<file path="src/design/ps2_mouse_packet_cursor_unit_macros.svh">
// Assertion macros used by the cursor unit's top-level RTL file.
`ifndef PS2_MOUSE_PACKET_CURSOR_UNIT_MACROS_SVH
`define PS2_MOUSE_PACKET_CURSOR_UNIT_MACROS_SVH
`ifndef SYNTHESIS
`define PMPC_ASSERT(name, clk, rst_n, prop, msg) \
    name: assert property (@(posedge clk) disable iff (!rst_n) prop) else $error(msg);
`define PMPC_ASSERT_NEVER(name, clk, rst_n, cond, msg) \
    name: assert property (@(posedge clk) disable iff (!rst_n) !(cond)) else $error(msg);
`else
`define PMPC_ASSERT(name, clk, rst_n, prop, msg)
`define PMPC_ASSERT_NEVER(name, clk, rst_n, cond, msg)
`endif
`endif

</file>
<file path="src/design/pmpc_pkg.sv">
// Shared types and constants for the mouse packet cursor unit.
package pmpc_pkg;

    localparam int COORD_WIDTH_DEF     = 12;
    localparam int QUEUE_DEPTH         = 2;
    localparam int SCREEN_WIDTH_RESET  = 800;
    localparam int SCREEN_HEIGHT_RESET = 600;
    localparam int POS_X_RESET         = 400;
    localparam int POS_Y_RESET         = 300;

    localparam logic [7:0] HDR_SYNC   = 8'h08;
    localparam logic [7:0] HDR_LEFT   = 8'h01;
    localparam logic [7:0] HDR_RIGHT  = 8'h02;
    localparam logic [7:0] HDR_MIDDLE = 8'h04;

    typedef enum logic [0:0] {
        REG_SCREEN_WIDTH  = 1'b0,
        REG_SCREEN_HEIGHT = 1'b1
    } reg_index_t;

    typedef enum logic [1:0] {
        PH_HEADER = 2'd0,
        PH_X      = 2'd1,
        PH_Y      = 2'd2
    } phase_t;

    typedef struct packed {
        logic       btn_middle;
        logic       btn_right;
        logic       btn_left;
        logic [7:0] x_move;
        logic [7:0] y_move;
    } pkt_t;

    typedef struct packed {
        logic full;
        logic empty;
    } q_status_t;

endpackage

</file>
<file path="src/design/pmpc_front.sv">
// Byte assembler: tracks packet phase, resyncs on headers, emits whole packets.
module pmpc_front (
    input  logic             aclk,
    input  logic             aresetn,
    input  logic             s_valid,
    output logic             s_ready,
    input  logic [7:0]       s_rx_byte,
    input  pmpc_pkg::q_status_t q_status,
    output logic             pkt_valid,
    output pmpc_pkg::pkt_t   pkt
);
    import pmpc_pkg::*;

    phase_t     phase_reg, phase_next;
    logic [2:0] btn_reg;
    logic [7:0] x_reg;
    logic       accept;
    logic       load_hdr;
    logic       load_x;

    assign s_ready = !q_status.full;
    assign accept  = s_valid && s_ready;

    // next phase
    always_comb begin
        phase_next = phase_reg;
        if (accept) begin
            case (phase_reg)
                PH_X:    phase_next = PH_Y;
                PH_Y:    phase_next = PH_HEADER;
                default: phase_next = ((s_rx_byte & HDR_SYNC) != 8'h00) ? PH_X : PH_HEADER;
            endcase
        end
    end

    // outputs per phase
    always_comb begin
        load_hdr  = 1'b0;
        load_x    = 1'b0;
        pkt_valid = 1'b0;
        case (phase_reg)
            PH_X:    load_x    = accept;
            PH_Y:    pkt_valid = accept;
            default: load_hdr  = accept;
        endcase
    end

    always_ff @(posedge aclk) begin
        if (!aresetn) begin
            phase_reg <= PH_HEADER;
        end else begin
            phase_reg <= phase_next;
        end
    end

    always_ff @(posedge aclk) begin
        if (load_hdr) begin
            btn_reg <= {(s_rx_byte & HDR_MIDDLE) != 8'h00,
                        (s_rx_byte & HDR_RIGHT) != 8'h00,
                        (s_rx_byte & HDR_LEFT) != 8'h00};
        end
        if (load_x) begin
            x_reg <= s_rx_byte;
        end
    end

    always_comb begin
        pkt.btn_middle = btn_reg[2];
        pkt.btn_right  = btn_reg[1];
        pkt.btn_left   = btn_reg[0];
        pkt.x_move     = x_reg;
        pkt.y_move     = s_rx_byte;
    end

endmodule

</file>
<file path="src/design/pmpc_fifo.sv">
// Short packet queue between the byte assembler and the cursor update.
module pmpc_fifo #(
    parameter int DEPTH = pmpc_pkg::QUEUE_DEPTH
) (
    input  logic                aclk,
    input  logic                aresetn,
    input  logic                push,
    input  pmpc_pkg::pkt_t      push_data,
    input  logic                pop,
    output pmpc_pkg::pkt_t      pop_data,
    output pmpc_pkg::q_status_t status
);
    import pmpc_pkg::*;

    localparam int PTR_W = (DEPTH > 1) ? $clog2(DEPTH) : 1;
    localparam int CNT_W = $clog2(DEPTH + 1);

    pkt_t             mem_reg [DEPTH];
    logic [PTR_W-1:0] wr_ptr_reg, wr_ptr_next;
    logic [PTR_W-1:0] rd_ptr_reg, rd_ptr_next;
    logic [CNT_W-1:0] count_reg, count_next;

    function automatic logic [PTR_W-1:0] ptr_inc(input logic [PTR_W-1:0] p);
        ptr_inc = (p == PTR_W'(DEPTH - 1)) ? '0 : p + PTR_W'(1);
    endfunction

    assign status.full  = (count_reg == CNT_W'(DEPTH));
    assign status.empty = (count_reg == '0);
    assign pop_data     = mem_reg[rd_ptr_reg];

    always_comb begin
        wr_ptr_next = push ? ptr_inc(wr_ptr_reg) : wr_ptr_reg;
        rd_ptr_next = pop ? ptr_inc(rd_ptr_reg) : rd_ptr_reg;
        count_next  = count_reg;
        if (push && !pop) begin
            count_next = count_reg + CNT_W'(1);
        end else if (pop && !push) begin
            count_next = count_reg - CNT_W'(1);
        end
    end

    always_ff @(posedge aclk) begin
        if (!aresetn) begin
            wr_ptr_reg <= '0;
            rd_ptr_reg <= '0;
            count_reg  <= '0;
        end else begin
            wr_ptr_reg <= wr_ptr_next;
            rd_ptr_reg <= rd_ptr_next;
            count_reg  <= count_next;
        end
    end

    always_ff @(posedge aclk) begin
        if (push) begin
            mem_reg[wr_ptr_reg] <= push_data;
        end
    end

endmodule

</file>
<file path="src/design/pmpc_back.sv">
// Cursor update: applies packet movement, clamps to the screen, holds the result register.
module pmpc_back #(
    parameter int COORD_WIDTH = pmpc_pkg::COORD_WIDTH_DEF
) (
    input  logic                   aclk,
    input  logic                   aresetn,
    input  pmpc_pkg::q_status_t    q_status,
    input  pmpc_pkg::pkt_t         pkt,
    output logic                   pop,
    input  logic [COORD_WIDTH:0]   width_cfg,
    input  logic [COORD_WIDTH:0]   height_cfg,
    output logic                   m_valid,
    input  logic                   m_ready,
    output logic [COORD_WIDTH-1:0] m_cursor_x,
    output logic [COORD_WIDTH-1:0] m_cursor_y,
    output logic                   m_button_left,
    output logic                   m_button_right,
    output logic                   m_button_middle,
    output logic signed [7:0]      m_delta_x,
    output logic signed [8:0]      m_delta_y
);
    import pmpc_pkg::*;

    localparam int BW = COORD_WIDTH + 1;
    localparam int SW = COORD_WIDTH + 2;

    logic [COORD_WIDTH-1:0] pos_x_reg, pos_x_next;
    logic [COORD_WIDTH-1:0] pos_y_reg, pos_y_next;
    logic                   valid_reg;
    logic signed [8:0]      dy9;
    logic signed [SW-1:0]   sum_x, sum_y;

    // bound register limited to 1..2^COORD_WIDTH
    function automatic logic [BW-1:0] eff_bound(input logic [BW-1:0] r);
        if (r == '0) begin
            eff_bound = BW'(1);
        end else if (r[COORD_WIDTH] && (r[COORD_WIDTH-1:0] != '0)) begin
            eff_bound = {1'b1, {COORD_WIDTH{1'b0}}};
        end else begin
            eff_bound = r;
        end
    endfunction

    function automatic logic [COORD_WIDTH-1:0] clamp(input logic signed [SW-1:0] v,
                                                      input logic [BW-1:0] bound);
        logic signed [SW-1:0] b;
        b = signed'({1'b0, bound});
        if (v[SW-1]) begin
            clamp = '0;
        end else if (v >= b) begin
            clamp = COORD_WIDTH'(bound - BW'(1));
        end else begin
            clamp = v[COORD_WIDTH-1:0];
        end
    endfunction

    assign pop     = !q_status.empty && (!valid_reg || m_ready);
    assign m_valid = valid_reg;

    always_comb begin
        dy9        = -signed'({pkt.y_move[7], pkt.y_move});
        sum_x      = signed'({2'b00, pos_x_reg})
                     + signed'({{(SW-8){pkt.x_move[7]}}, pkt.x_move});
        sum_y      = signed'({2'b00, pos_y_reg}) + signed'({{(SW-9){dy9[8]}}, dy9});
        pos_x_next = clamp(sum_x, eff_bound(width_cfg));
        pos_y_next = clamp(sum_y, eff_bound(height_cfg));
    end

    always_ff @(posedge aclk) begin
        if (!aresetn) begin
            valid_reg <= 1'b0;
            pos_x_reg <= COORD_WIDTH'(POS_X_RESET);
            pos_y_reg <= COORD_WIDTH'(POS_Y_RESET);
        end else begin
            if (pop) begin
                valid_reg <= 1'b1;
                pos_x_reg <= pos_x_next;
                pos_y_reg <= pos_y_next;
            end else if (m_ready) begin
                valid_reg <= 1'b0;
            end
        end
    end

    // result payload, loaded with each packet
    always_ff @(posedge aclk) begin
        if (pop) begin
            m_cursor_x      <= pos_x_next;
            m_cursor_y      <= pos_y_next;
            m_button_left   <= pkt.btn_left;
            m_button_right  <= pkt.btn_right;
            m_button_middle <= pkt.btn_middle;
            m_delta_x       <= signed'(pkt.x_move);
            m_delta_y       <= dy9;
        end
    end

endmodule

</file>
<file path="src/design/ps2_mouse_packet_cursor_unit.sv">
// Top level of the mouse packet decoder with clamped cursor.
//  channel | direction | handshake          | payload
//  s_      | in        | s_valid / s_ready  | s_rx_byte
//  m_      | out       | m_valid / m_ready  | cursor, buttons, deltas
//  cfg_    | in        | cfg_wr_en          | cfg_addr, cfg_wdata
// One byte is taken per cycle while the two-entry packet queue has room.
// A result shows on m_ after the third byte of a packet is taken: the packet first
// enters the queue, then loads the cursor update register once it is free or m_ready is high.
// Reset is synchronous; no clearing pass, the unit takes bytes right after reset.
// A stalled m_ side fills the queue, after which s_ready drops.
module ps2_mouse_packet_cursor_unit #(
    parameter int COORD_WIDTH = pmpc_pkg::COORD_WIDTH_DEF
) (
    input  logic                   aclk,
    input  logic                   aresetn,
    input  logic                   s_valid,
    output logic                   s_ready,
    input  logic [7:0]             s_rx_byte,
    output logic                   m_valid,
    input  logic                   m_ready,
    output logic [COORD_WIDTH-1:0] m_cursor_x,
    output logic [COORD_WIDTH-1:0] m_cursor_y,
    output logic                   m_button_left,
    output logic                   m_button_right,
    output logic                   m_button_middle,
    output logic signed [7:0]      m_delta_x,
    output logic signed [8:0]      m_delta_y,
    input  logic                   cfg_wr_en,
    input  pmpc_pkg::reg_index_t   cfg_addr,
    input  logic [COORD_WIDTH:0]   cfg_wdata
);
    import pmpc_pkg::*;
    `include "ps2_mouse_packet_cursor_unit_macros.svh"

    logic [COORD_WIDTH:0] width_reg;
    logic [COORD_WIDTH:0] height_reg;
    logic                 pkt_valid;
    pkt_t                 front_pkt;
    pkt_t                 q_pkt;
    q_status_t            q_status;
    logic                 pop;

    always_ff @(posedge aclk) begin
        if (!aresetn) begin
            width_reg  <= (COORD_WIDTH + 1)'(SCREEN_WIDTH_RESET);
            height_reg <= (COORD_WIDTH + 1)'(SCREEN_HEIGHT_RESET);
        end else if (cfg_wr_en) begin
            case (cfg_addr)
                REG_SCREEN_WIDTH:  width_reg  <= cfg_wdata;
                REG_SCREEN_HEIGHT: height_reg <= cfg_wdata;
                default: ;
            endcase
        end
    end

    pmpc_front u_front (
        .aclk      (aclk),
        .aresetn   (aresetn),
        .s_valid   (s_valid),
        .s_ready   (s_ready),
        .s_rx_byte (s_rx_byte),
        .q_status  (q_status),
        .pkt_valid (pkt_valid),
        .pkt       (front_pkt)
    );

    pmpc_fifo #(
        .DEPTH (QUEUE_DEPTH)
    ) u_fifo (
        .aclk      (aclk),
        .aresetn   (aresetn),
        .push      (pkt_valid),
        .push_data (front_pkt),
        .pop       (pop),
        .pop_data  (q_pkt),
        .status    (q_status)
    );

    pmpc_back #(
        .COORD_WIDTH (COORD_WIDTH)
    ) u_back (
        .aclk            (aclk),
        .aresetn         (aresetn),
        .q_status        (q_status),
        .pkt             (q_pkt),
        .pop             (pop),
        .width_cfg       (width_reg),
        .height_cfg      (height_reg),
        .m_valid         (m_valid),
        .m_ready         (m_ready),
        .m_cursor_x      (m_cursor_x),
        .m_cursor_y      (m_cursor_y),
        .m_button_left   (m_button_left),
        .m_button_right  (m_button_right),
        .m_button_middle (m_button_middle),
        .m_delta_x       (m_delta_x),
        .m_delta_y       (m_delta_y)
    );

    `PMPC_ASSERT_NEVER(a_no_push_when_full, aclk, aresetn, pkt_valid && q_status.full, "packet pushed into a full queue")
    `PMPC_ASSERT_NEVER(a_queue_flags, aclk, aresetn, q_status.full && q_status.empty, "queue full and empty at once")
    `PMPC_ASSERT(a_pop_loads_result, aclk, aresetn, pop |=> m_valid, "popped packet did not reach the result register")

endmodule
</file>
<file path="config.mk">
export PLATFORM = sky130hd
export DESIGN_NAME = ps2_mouse_packet_cursor_unit
export DESIGN_NICKNAME = d
export VERILOG_FILES = /design/src/design/pmpc_pkg.sv /design/src/design/pmpc_front.sv /design/src/design/pmpc_fifo.sv /design/src/design/pmpc_back.sv /design/src/design/ps2_mouse_packet_cursor_unit.sv
export VERILOG_INCLUDE_DIRS = /design/src /design/src/design
export SDC_FILE = /design/constraint.sdc
export NUM_CORES = 1
export LEC_CHECK = 0
export BUFFER_PORTS_ARGS = -buffer_cell sky130_fd_sc_hd__clkbuf_2
export CORE_AREA = 3 3 157 159
export DETAILED_ROUTE_END_ITERATION = 8
export DIE_AREA = 0 0 160 162
export PLACE_DENSITY = 0.56
export RECOVER_POWER = 25
export SYNTH_ARGS = -nofsm -noshare
export SYNTH_HDL_FRONTEND = slang
export SYNTH_SLANG_ARGS = --single-unit
</file>
<file path="constraint.sdc">
create_clock -name aclk -period 6.22 [get_ports aclk]
set_clock_uncertainty 0.05 [all_clocks]
set_input_delay 0.311 -clock aclk [delete_from_list [all_inputs] [get_ports aclk]]
set_output_delay 0.311 -clock aclk [all_outputs]
set_load 0.01 [all_outputs]
</file>
==> impl_metrics.yaml, run 1 <==
floorplanning:
  initial_core_util_pct: 34.61
  io-pin-count: 73
  chipWidth_um: 160
  rows: 56
  core_area_mm2: 0.02340
  die_h_um: 162
  dieArea_mm2: 0.02592
final_layout:
  multi_input_area_mm2: 0.003880
  num_antenna_cells: 0
  largest_register_ffs: 38
  seq_area_mm2: 0.003954
  layout.nets: 924
  post-route-util_pct: 39.90
  area_delta_synth_final_pct: 15.28
  drive_gt1_share_pct: 15.78
  fillers: 2363
logic_synthesis:
  ys_seq_area_share_pct: 48.82
  ys_seq_elements: 151
  synth_edf_count: 93
  synth.distinct_cells: 79
  synth_area_leader_cell: "edfxtp_1"
  synthCells: 770
  synth_area_mm2: 0.008099
  synth_top_area_share_pct: 34.48
  yosysWarnings: 0
  yosys-top-cells-area: "edfxtp_1 34%, dfxtp_1 14%, ha_1 9.1%"
  synth_ff_type: "edfxtp_1"
  synth_nets: 858
  async_flop_share_pct: 0
  synth_area_per_cell_um2: 10.52
detailed_routing:
  drtPass1Iterations: 4
  viasPerCell: 4.923
  first_iter_violations: 294
  final_antenna_net_count: 0
  totalWireLength_um: 19050
  wire_per_inst_um: 16.31
  drc: 0
  vias: 5750
clocking:
  cts_tree: "done"
  cts_buffers: 17
  post_cts_buffers: 0
  htree_levels: 4
  clkLatencyLatePin_ns: 0.43
  root_buffer: "clkbuf_16"
  cts-resized-gates: 0
  clkSinkCount: 151
  holdBufCountCts: 0
  clockBufferDepth: 2
  cts.clk_slew.worst_paths_ns: 0.07
setup_path:
  critPathTopFamily: "compound AO/OA/AOI/OAI gates"
  slowest_stage: "dfxtp_1"
  crit_chain: "mux2i_1, ha_1, nor4b_4, o21ai_0, nor2_1, xnor2_1, nor2_1, a21oi_1, ha_1, o21a_1, nor2_1, a41oi_1, a31oi_1, nor3b_1, nor3_1, xnor2_1, ha_1, a2111o_1, a2111oi_0, a21o_1, buf_4, mux2i_1, nor2_1"
  slowest_delay_ns: 0.39
  worstSetupPathType: "reg2reg"
  path_common_cell: "nor2_1"
  crit_path_start_kind: "flop"
  crit_required_ns: 6.34
  worst-path-buf-inv: 1
  cp_max_fo: 15
  crit_path_end_kind: "flop"
  cp.arrival_ns: 5.52
placed_design:
  routabilityCongestion: 0.8118
  io_buffers: 72
  place.detailed.hpwl_um: 14130
grt:
  grt_pass1_vias: 5616
  track_usage_pct: 15.05
  antenna_found_initial: 0
  grt_overflow: 0
  grt_max_degree: 46
  grt_pass1_wl_um: 30650
timing:
  maxSlewViolCount: 44
  hold_viol_final: 0
  fin_crit_sh_pct: 86.71
  fin_setup_tns_ns: 0
  relSlewSlack_pct: -19.69
  fmax_mhz: 185.4
  period_needed_ns: 5.393
  rsz0062_at_grt: "no"
  tightestPinTransition_ns: 1.795
  setup-violations-final: 0
status:
  status: "finished, violations left"
  violations: "capacitance limit, slew limit"
power:
  pwr_density_cell_mw_per_mm2: 579.1
  vdd_drop_max_uv: 292.8
  p_leak_nw: 3.699
worst_hold_path:
  hold_path_class: "in2reg"
run:
  cap_violations: 1
## metrics by stage
stage	setup WS (ns)	cell area (µm²)	cells	power, mW	hold WS [ns]
3_3_place_gp	0.9613	8743	1136	4.383	0.3750
3_5_place_dp	0.8586	8743	1136	4.385	0.3806
5_1_grt	0.3494	9336	1168	5.852	0.06052
2_1_floorplan	0.8790	8099	770	3.684	0.3599
4_1_cts	0.8121	9348	1168	5.468	0.03866
6_report	0.8269	9336	1168	5.407	0.07855
## routing by layer
metal	track usage, %	part of all wire, %
met5	0	0
met2	25.81	49
met3	2.805	3.1
met1	19.54	47
met4	4.181	0.96
## worst paths after layout
check / from / to / slack [ns] / depth (start not counted)
max: flop / u_back.m_cursor_y[6] / 0.83 / 23
min: cfg_wdata[8] / width_reg[8] / 0.08 / 3
max reg2reg: flop / u_back.m_cursor_y[6] / 0.83 / 23
min reg2reg: u_front.btn_reg[1] / u_fifo.mem_reg[0][17] / 0.40 / 0
## layout make-up
type	count	share of cell area, %
Sequential cell	151	42.35
Tap cell	319	4.275
Multi-Input combinational cell	559	41.56
Inverter	30	1.206
Timing Repair Buffer	77	4.141
Clock inverter	15	1.916
Clock buffer	17	4.556
## worst min-delay path, stage by stage
cell and delay (ns):
clkbuf_2 0.09, nand2_1 0.05, nand3_1 0.07
## synthesized netlist by cell type, drive strengths merged, types with 3 or more instances
cell type and number:
nand2 125, edfxtp 93, ha 59, dfxtp 58, nor2 58, inv 29
o21ai 29, a21oi 27, xnor2 25, mux2i 24, a21boi 20, clkbuf 19
nor3 16, nand3 15, o21a 12, o31ai 12, xor2 12, and2 11
buf 11, mux2 10, a21o 9, and3 8, a211oi 7, o311ai 7
nor2b 6, o211ai 6, a211o 4, a31oi 4, nand2b 4, nand4 4
or2 4, a2111oi 3, nor3b 3, o21bai 3, or3 3
## where the power goes
group,internal (mW),total (mW),leakage (nW),switching (mW)
logic,1.10,2.79,2.07,1.69
clock network,0.577,1.05,0.293,0.474
registers,1.44,1.57,1.34,0.131
## cells in the final DEF, fill, tap and decap left out, types with 7 or more instances in the layout
master | netlist | final
and3_1 | 8 | 8
and2_1 | 9 | 9
nor3_1 | 14 | 14
nand3_1 | 14 | 14
o31ai_1 | 11 | 11
ha_1 | 59 | 59
o21a_1 | 12 | 12
clkbuf_16 | 0 | 17
edfxtp_1 | 93 | 93
mux2_2 | 10 | 10
nand2_1 | 125 | 125
dfxtp_1 | 58 | 58
o311ai_1 | 7 | 7
o21ai_0 | 20 | 20
clkbuf_2 | 0 | 63
xor2_1 | 12 | 12
a21oi_1 | 27 | 27
a211oi_1 | 7 | 7
xnor2_1 | 24 | 24
a21o_1 | 9 | 9
a21boi_0 | 20 | 20
inv_1 | 29 | 28
nor2_1 | 58 | 58
clkbuf_1 | 19 | 9
mux2i_1 | 23 | 23
o21ai_2 | 8 | 8
## cell families after synthesis
group / share of synthesized area, %
AND/OR/NAND/NOR: 15.36
AO/OA/AOI/OAI: 14.44
flip-flops: 48.82
adder cells (fa/ha/maj): 9.609
buffers and inverters: 3.275
XOR/XNOR: 4.094
multiplexers: 4.403
Power figures use the tool's default switching activity.
==> inputs of run 2 (changes only) <==
--- a/config.mk
+++ b/config.mk
@@ -7,11 +7,12 @@
 export NUM_CORES = 1
 export LEC_CHECK = 0
 export BUFFER_PORTS_ARGS = -buffer_cell sky130_fd_sc_hd__clkbuf_2
-export CORE_AREA = 3 3 157 159
+export CORE_AREA = 3 3 156 158
 export DETAILED_ROUTE_END_ITERATION = 8
-export DIE_AREA = 0 0 160 162
+export DIE_AREA = 0 0 159 161
 export PLACE_DENSITY = 0.56
 export RECOVER_POWER = 25
 export SYNTH_ARGS = -nofsm -noshare
 export SYNTH_HDL_FRONTEND = slang
+export SYNTH_HIERARCHICAL = 1
 export SYNTH_SLANG_ARGS = --single-unit
==> run 2 against run 1 <==
Global-route usage barely moved; utilization fell by 0.22 points; maximum frequency is 2.8% lower; sequential share of layout area up 0.49 points; sequential power decreased by 3%; area after synthesis fell by 0.36%; combinational power down 12%; the flow still finishes with violations (capacitance limit, slew limit); sequential cell count did not move; via count down 0.80%; worst hold slack better by 0.0073 ns; synthesized cell count decreased by 2.2%; critical path type unchanged; power shrank 8.2%.
==> impl_metrics.yaml, run 2 <==
placed_design:
  routabilityCongestion: 0.8797
  io_buffers: 72
  place.detailed.hpwl_um: 14430
  dp_slack_ns: 0.6851
grt:
  grt_pass1_wl_um: 30360
  grt_pass1_vias: 5598
  antenna_found_initial: 0
  grt_max_degree: 49
  grt_overflow: 0
  track_usage_pct: 15.02
detailed_routing:
  drc: 0
  first_iter_violations: 428
  drtPass1Iterations: 4
  vias: 5704
  totalWireLength_um: 19210
  final_antenna_net_count: 0
  wire_per_inst_um: 16.68
  viasPerCell: 4.951
worst_hold_path:
  min_to: "width_reg[6]"
  hold_start: "cfg_wdata[6]"
  worst_hold_path.num_cells: 3
  hold_path_class: "in2reg"
final_layout:
  largest_register_ffs: 38
  layout_common_cells: "93 x edfxtp_1, 83 x nand2_1, 64 x clkbuf_2, 59 x ha_1, 58 x dfxtp_1"
  mostFrequentLayoutCell: "edfxtp_1"
  layout.nets: 908
  num_antenna_cells: 0
  drive_gt1_share_pct: 16.57
  area_delta_synth_final_pct: 14.37
logic_synthesis:
  synth_ff_type: "edfxtp_1"
  synth_edf_count: 93
  synth_area_per_cell_um2: 10.72
  async_flop_share_pct: 0
  yosys-top-cells-area: "edfxtp_1 35%, dfxtp_1 14%, ha_1 9.1%"
  synth.distinct_cells: 69
  post-synth-top-count-cell: "edfxtp_1"
  ys_seq_area_share_pct: 48.99
  ys_seq_elements: 151
  synth_area_mm2: 0.008070
  synth_top_area_share_pct: 34.60
  synth_commonest_cells: "93 x edfxtp_1, 83 x nand2_1, 59 x ha_1"
  yosysWarnings: 6
  synth_nets: 841
  synth_area_leader_cell: "edfxtp_1"
  synthCells: 753
timing:
  holdWs_ns: 0.08585
  relSlewSlack_pct: -29.50
  rsz0062_at_grt: "no"
  hold_viol_final: 0
  setup-violations-final: 0
  fmax_mhz: 180.2
  period_needed_ns: 5.550
  tightestPinTransition_ns: 1.943
  setup_slack_ns: 0.6705
  fin_setup_tns_ns: 0
  maxSlewViolCount: 49
  fin_crit_sh_pct: 89.22
clocking:
  htree_levels: 4
  post_cts_buffers: 0
  cts.clk_slew.worst_paths_ns: 0.06
  clockBufferDepth: 2
  cts-resized-gates: 0
  cts_tree: "done"
  root_buffer: "clkbuf_16"
  clkLatencyLatePin_ns: 0.42
  clkSinkCount: 151
  cts_buffers: 17
  holdBufCountCts: 0
setup_path:
  r2r_slack_ns: 0.67
  path_common_cell: "ha_1"
  slowest_delay_ns: 0.46
  slowest_stage: "or3b_2"
  reg2reg_depth: 20
  r2r_end: "u_back/m_cursor_y[10]"
  cp.arrival_ns: 5.67
  crit_required_ns: 6.34
  worstSetupPathType: "reg2reg"
  cp_max_fo: 21
  crit_chain: "buf_4, mux2_2, inv_1, ha_1, or3b_2, xor2_1, ha_1, or3_1, or3_1, a41o_1, a21oi_1, o21bai_1, xor2_1, ha_1, a2111oi_0, o311ai_0, o22a_1, buf_4, mux2_2, nor2b_1"
  crit_path_end_kind: "flop"
  crit_path_start_kind: "flop"
power:
  vdd_drop_max_uv: 188.5
  pwr_density_cell_mw_per_mm2: 537.8
  p_leak_nw: 3.648
  power.total_mw: 4.964
floorplanning:
  die_h_um: 161
  initial_core_util_pct: 34.69
  dieArea_mm2: 0.02560
  io-pin-count: 73
  rows: 56
  chipWidth_um: 159
  core_area_mm2: 0.02326
run:
  cap_violations: 1
status:
  status: "finished, violations left"
  violations: "capacitance limit, slew limit"
run 2: changes by cell type in the layout (fill, tap and decap cells not counted), sizes merged, moves of 8 or more:
cell | before | now
nand2 | 125 | 83
nand2b | 4 | 12
o31ai | 12 | 1
a21oi | 27 | 38
nor2 | 58 | 50
a22o | 0 | 8
mux2 | 10 | 21
and3 | 8 | 0
o21ai | 29 | 47
a21boi | 20 | 4
run 2: cell type report:
cell class | count | area, µm²
inverters | 37 | 138.9
fillers | 2342 | 14030
flip-flops and latches | 151 | 3954
clock buffers | 22 | 485.5
clock inverters | 10 | 82.58
repair buffers | 81 | 414.1
multi-input cells | 532 | 3756
well taps | 319 | 399.1
run 2: worst max path at each step:
stage | from | endpoint | depth (start not counted)
after CTS | flop | u_back/m_cursor_y[10] | 20
final | flop | u_back/m_cursor_y[10] | 20
after global routing | flop | u_back/m_cursor_y[9] | 19
after floorplan | flop | u_back/m_cursor_y[10] | 20
after detailed placement | flop | u_back/m_cursor_y[10] | 20
after global placement | flop | u_back/m_cursor_y[10] | 20
run 2: logic make-up after synthesis:
kind of cell / Yosys count / synth area share [%]
AO/OA/AOI/OAI: 154 / 12.48
XOR/XNOR: 37 / 4.015
adder cells (fa/ha/maj): 61 / 9.643
buffers and inverters: 70 / 4.403
flip-flops: 151 / 48.99
multiplexers: 51 / 6.651
AND/OR/NAND/NOR: 229 / 13.81
run 2: critical path: cells and delay by family (launching register included):
kind / cells / cell delay, ns
XOR/XNOR: 2 / 0.34
AND/OR/NAND/NOR: 4 / 1.25
AO/OA/AOI/OAI: 6 / 1.29
adder cells (fa/ha/maj): 3 / 0.68
buffers and inverters: 3 / 0.57
multiplexers: 2 / 0.69
flip-flops: 1 / 0.43
run 2: routing by layer:
metal  wire, µm  track usage, %
met5          0               0
met4        187           4.218
met3        711           2.796
met2       8825           24.00
met1       9488           21.01
run 2: power breakdown:
group	switching, mW	internal, mW
clock	0.422	0.564
combinational	1.47	0.986
sequential	0.124	1.40
total	2.01	2.95
run 2: through the flow:
| step | cell area, µm² | cells | utilization [%] |
|---|---|---|---|
| 2_1_floorplan | 8070 | 753 | - |
| 3_3_place_gp | 8681 | 1120 | 37.32 |
| 3_5_place_dp | 8681 | 1120 | 37.32 |
| 4_1_cts | 9249 | 1152 | 39.76 |
| 5_1_grt | 9230 | 1152 | 39.68 |
| 6_report | 9230 | 1152 | 39.68 |
==> inputs of run 3 (changes only) <==
--- a/config.mk
+++ b/config.mk
@@ -8,10 +8,10 @@
 export LEC_CHECK = 0
 export BUFFER_PORTS_ARGS = -buffer_cell sky130_fd_sc_hd__clkbuf_2
 export CORE_AREA = 3 3 156 158
+export CTS_CLUSTER_SIZE = 25
 export DETAILED_ROUTE_END_ITERATION = 8
 export DIE_AREA = 0 0 159 161
 export PLACE_DENSITY = 0.56
-export RECOVER_POWER = 25
 export SYNTH_ARGS = -nofsm -noshare
 export SYNTH_HDL_FRONTEND = slang
 export SYNTH_HIERARCHICAL = 1
==> run 3 against run 2 <==
The flow now finishes without violations; routed wire length is 0.29% lower; combinational power hardly changed; first-iteration DRC count is 2.8% lower; cell count stayed put; clock-buffer cell count stayed put; die area stayed put; critical path depth stayed put.
==> impl_metrics.yaml, run 3 (synthesis results as in run 2) <==
status:
  status: "completed"
timing:
  hold_viol_final: 0
  maxSlewViolCount: 0
  fin_crit_sh_pct: 88.89
  period_needed_ns: 5.529
  fin_setup_tns_ns: 0
  fmax_mhz: 180.9
  setup-violations-final: 0
  relSlewSlack_pct: 36.29
  rsz0062_at_grt: "no"
  tightestPinTransition_ns: 0.9557
clocking:
  clkSinkCount: 151
  cts_tree: "done"
  holdBufCountCts: 0
  clockBufferDepth: 2
  htree_levels: 4
  cts.clk_slew.worst_paths_ns: 0.06
  cts-resized-gates: 0
  cts_buffers: 17
  post_cts_buffers: 0
  clkLatencyLatePin_ns: 0.42
  root_buffer: "clkbuf_16"
detailed_routing:
  final_antenna_net_count: 0
  drtPass1Iterations: 5
  totalWireLength_um: 19160
  viasPerCell: 4.942
  first_iter_violations: 416
  drc: 0
  wire_per_inst_um: 16.63
  vias: 5693
floorplanning:
  die_h_um: 161
  core_area_mm2: 0.02326
  chipWidth_um: 159
  rows: 56
  dieArea_mm2: 0.02560
  io-pin-count: 73
  initial_core_util_pct: 34.69
final_layout:
  area_delta_synth_final_pct: 14.60
  num_antenna_cells: 0
  seq_area_mm2: 0.003954
  mostFrequentLayoutCell: "edfxtp_1"
  multi_input_area_mm2: 0.003761
  layout_common_cells: "93 x edfxtp_1, 83 x nand2_1, 72 x clkbuf_2, 59 x ha_1, 58 x dfxtp_1"
  largest_register_ffs: 38
  layout.cells.non_filler: 1152
  drive_gt1_share_pct: 17.77
  layout.nets: 908
  fillers: 2333
setup_path:
  crit_required_ns: 6.35
  crit_chain: "buf_4, mux2_2, inv_1, ha_1, or3b_2, xor2_1, ha_1, or3_1, or3_1, a41o_1, a21oi_1, o21bai_1, xor2_1, ha_1, a2111oi_0, o311ai_0, o22a_1, buf_4, mux2_2, nor2b_1"
  path_common_cell: "ha_1"
  cp.arrival_ns: 5.65
  slowest_delay_ns: 0.46
  cp_max_fo: 21
  slowest_stage: "or3b_2"
  crit_path_start_kind: "flop"
  critPathTopFamily: "compound AO/OA/AOI/OAI gates"
  worst-path-buf-inv: 3
  worstSetupPathType: "reg2reg"
  crit_path_end_kind: "flop"
worst_hold_path:
  hold_path_class: "in2reg"
  hold_start: "s_rx_byte[6]"
grt:
  grt_pass1_wl_um: 30360
  grt_max_degree: 49
  grt_overflow: 0
  antenna_found_initial: 0
  track_usage_pct: 15.02
  grt_pass1_vias: 5598
placed_design:
  io_buffers: 72
  routabilityCongestion: 0.8797
  place.detailed.hpwl_um: 14430
  placedCellCount: 1120
run:
  cap_violations: 0
power:
  vdd_drop_max_uv: 188.9
  p_leak_nw: 3.678
  pwr_density_cell_mw_per_mm2: 536.4
[run 3: per-layer routing]
layer  vias to the layer above  share of wire (%)  routed length [µm]  global-route usage [%]
li1                       2869                  -                   -                       -
met1                      2689                 50                9545                   21.01
met2                       124                 46                8735                   24.00
met3                        11                3.6                 681                   2.796
met4                         0                1.0                 194                   4.218
met5                         -                  0                   0                       0
[run 3: stage by stage]
| stage | area, µm² | util [%] | hold WS, ns | worst slack [ns] | power (mW) |
|---|---|---|---|---|---|
| floorplan | 8070 | - | 0.3599 | 0.9694 | 3.294 |
| global placement | 8681 | 37.32 | 0.3732 | 0.8315 | 3.953 |
| detailed placement | 8681 | 37.32 | 0.3843 | 0.6851 | 3.976 |
| CTS | 9249 | 39.76 | 0.03843 | 0.6936 | 4.988 |
| global route | 9249 | 39.76 | 0.04565 | 0.2624 | 5.335 |
| finish | 9249 | 39.76 | 0.05152 | 0.6909 | 4.961 |
[run 3: worst register-to-register path, stage by stage, from the launching register on]
cell       delay [ns]
dfxtp_1          0.43
buf_4            0.29
mux2_2           0.39
inv_1            0.06
ha_1             0.20
or3b_2           0.46
xor2_1           0.18
ha_1             0.22
or3_1            0.32
or3_1            0.33
a41o_1           0.28
a21oi_1          0.15
o21bai_1         0.08
xor2_1           0.15
ha_1             0.26
a2111oi_0        0.36
o311ai_0         0.20
o22a_1           0.21
buf_4            0.21
mux2_2           0.30
nor2b_1          0.13
[run 3: path summary, 6_finish.rpt]
path,endpoint,slack [ns],cells after the start
max,u_back/m_cursor_y[10],0.69,20
min reg2reg,u_fifo/mem_reg[0][17],0.40,0
max reg2reg,u_back/m_cursor_y[10],0.69,20
min,u_fifo/mem_reg[0][6],0.05,1
[run 3: area by class of cell]
| type | instances | area share, % |
|---|---|---|
| clock buffer | 22 | 5.249 |
| multi-input combinational | 532 | 40.67 |
| tap | 319 | 4.315 |
| timing repair buffer | 81 | 4.627 |
| inverter | 37 | 1.502 |
| sequential | 151 | 42.75 |
| clock inverter | 10 | 0.8929 |
[run 3: power breakdown]
group | leakage (nW) | switching, mW | total, mW | internal (mW)
clock | 0.281 | 0.423 | 0.987 | 0.564
combinational | 2.06 | 1.46 | 2.45 | 0.986
sequential | 1.34 | 0.124 | 1.52 | 1.40
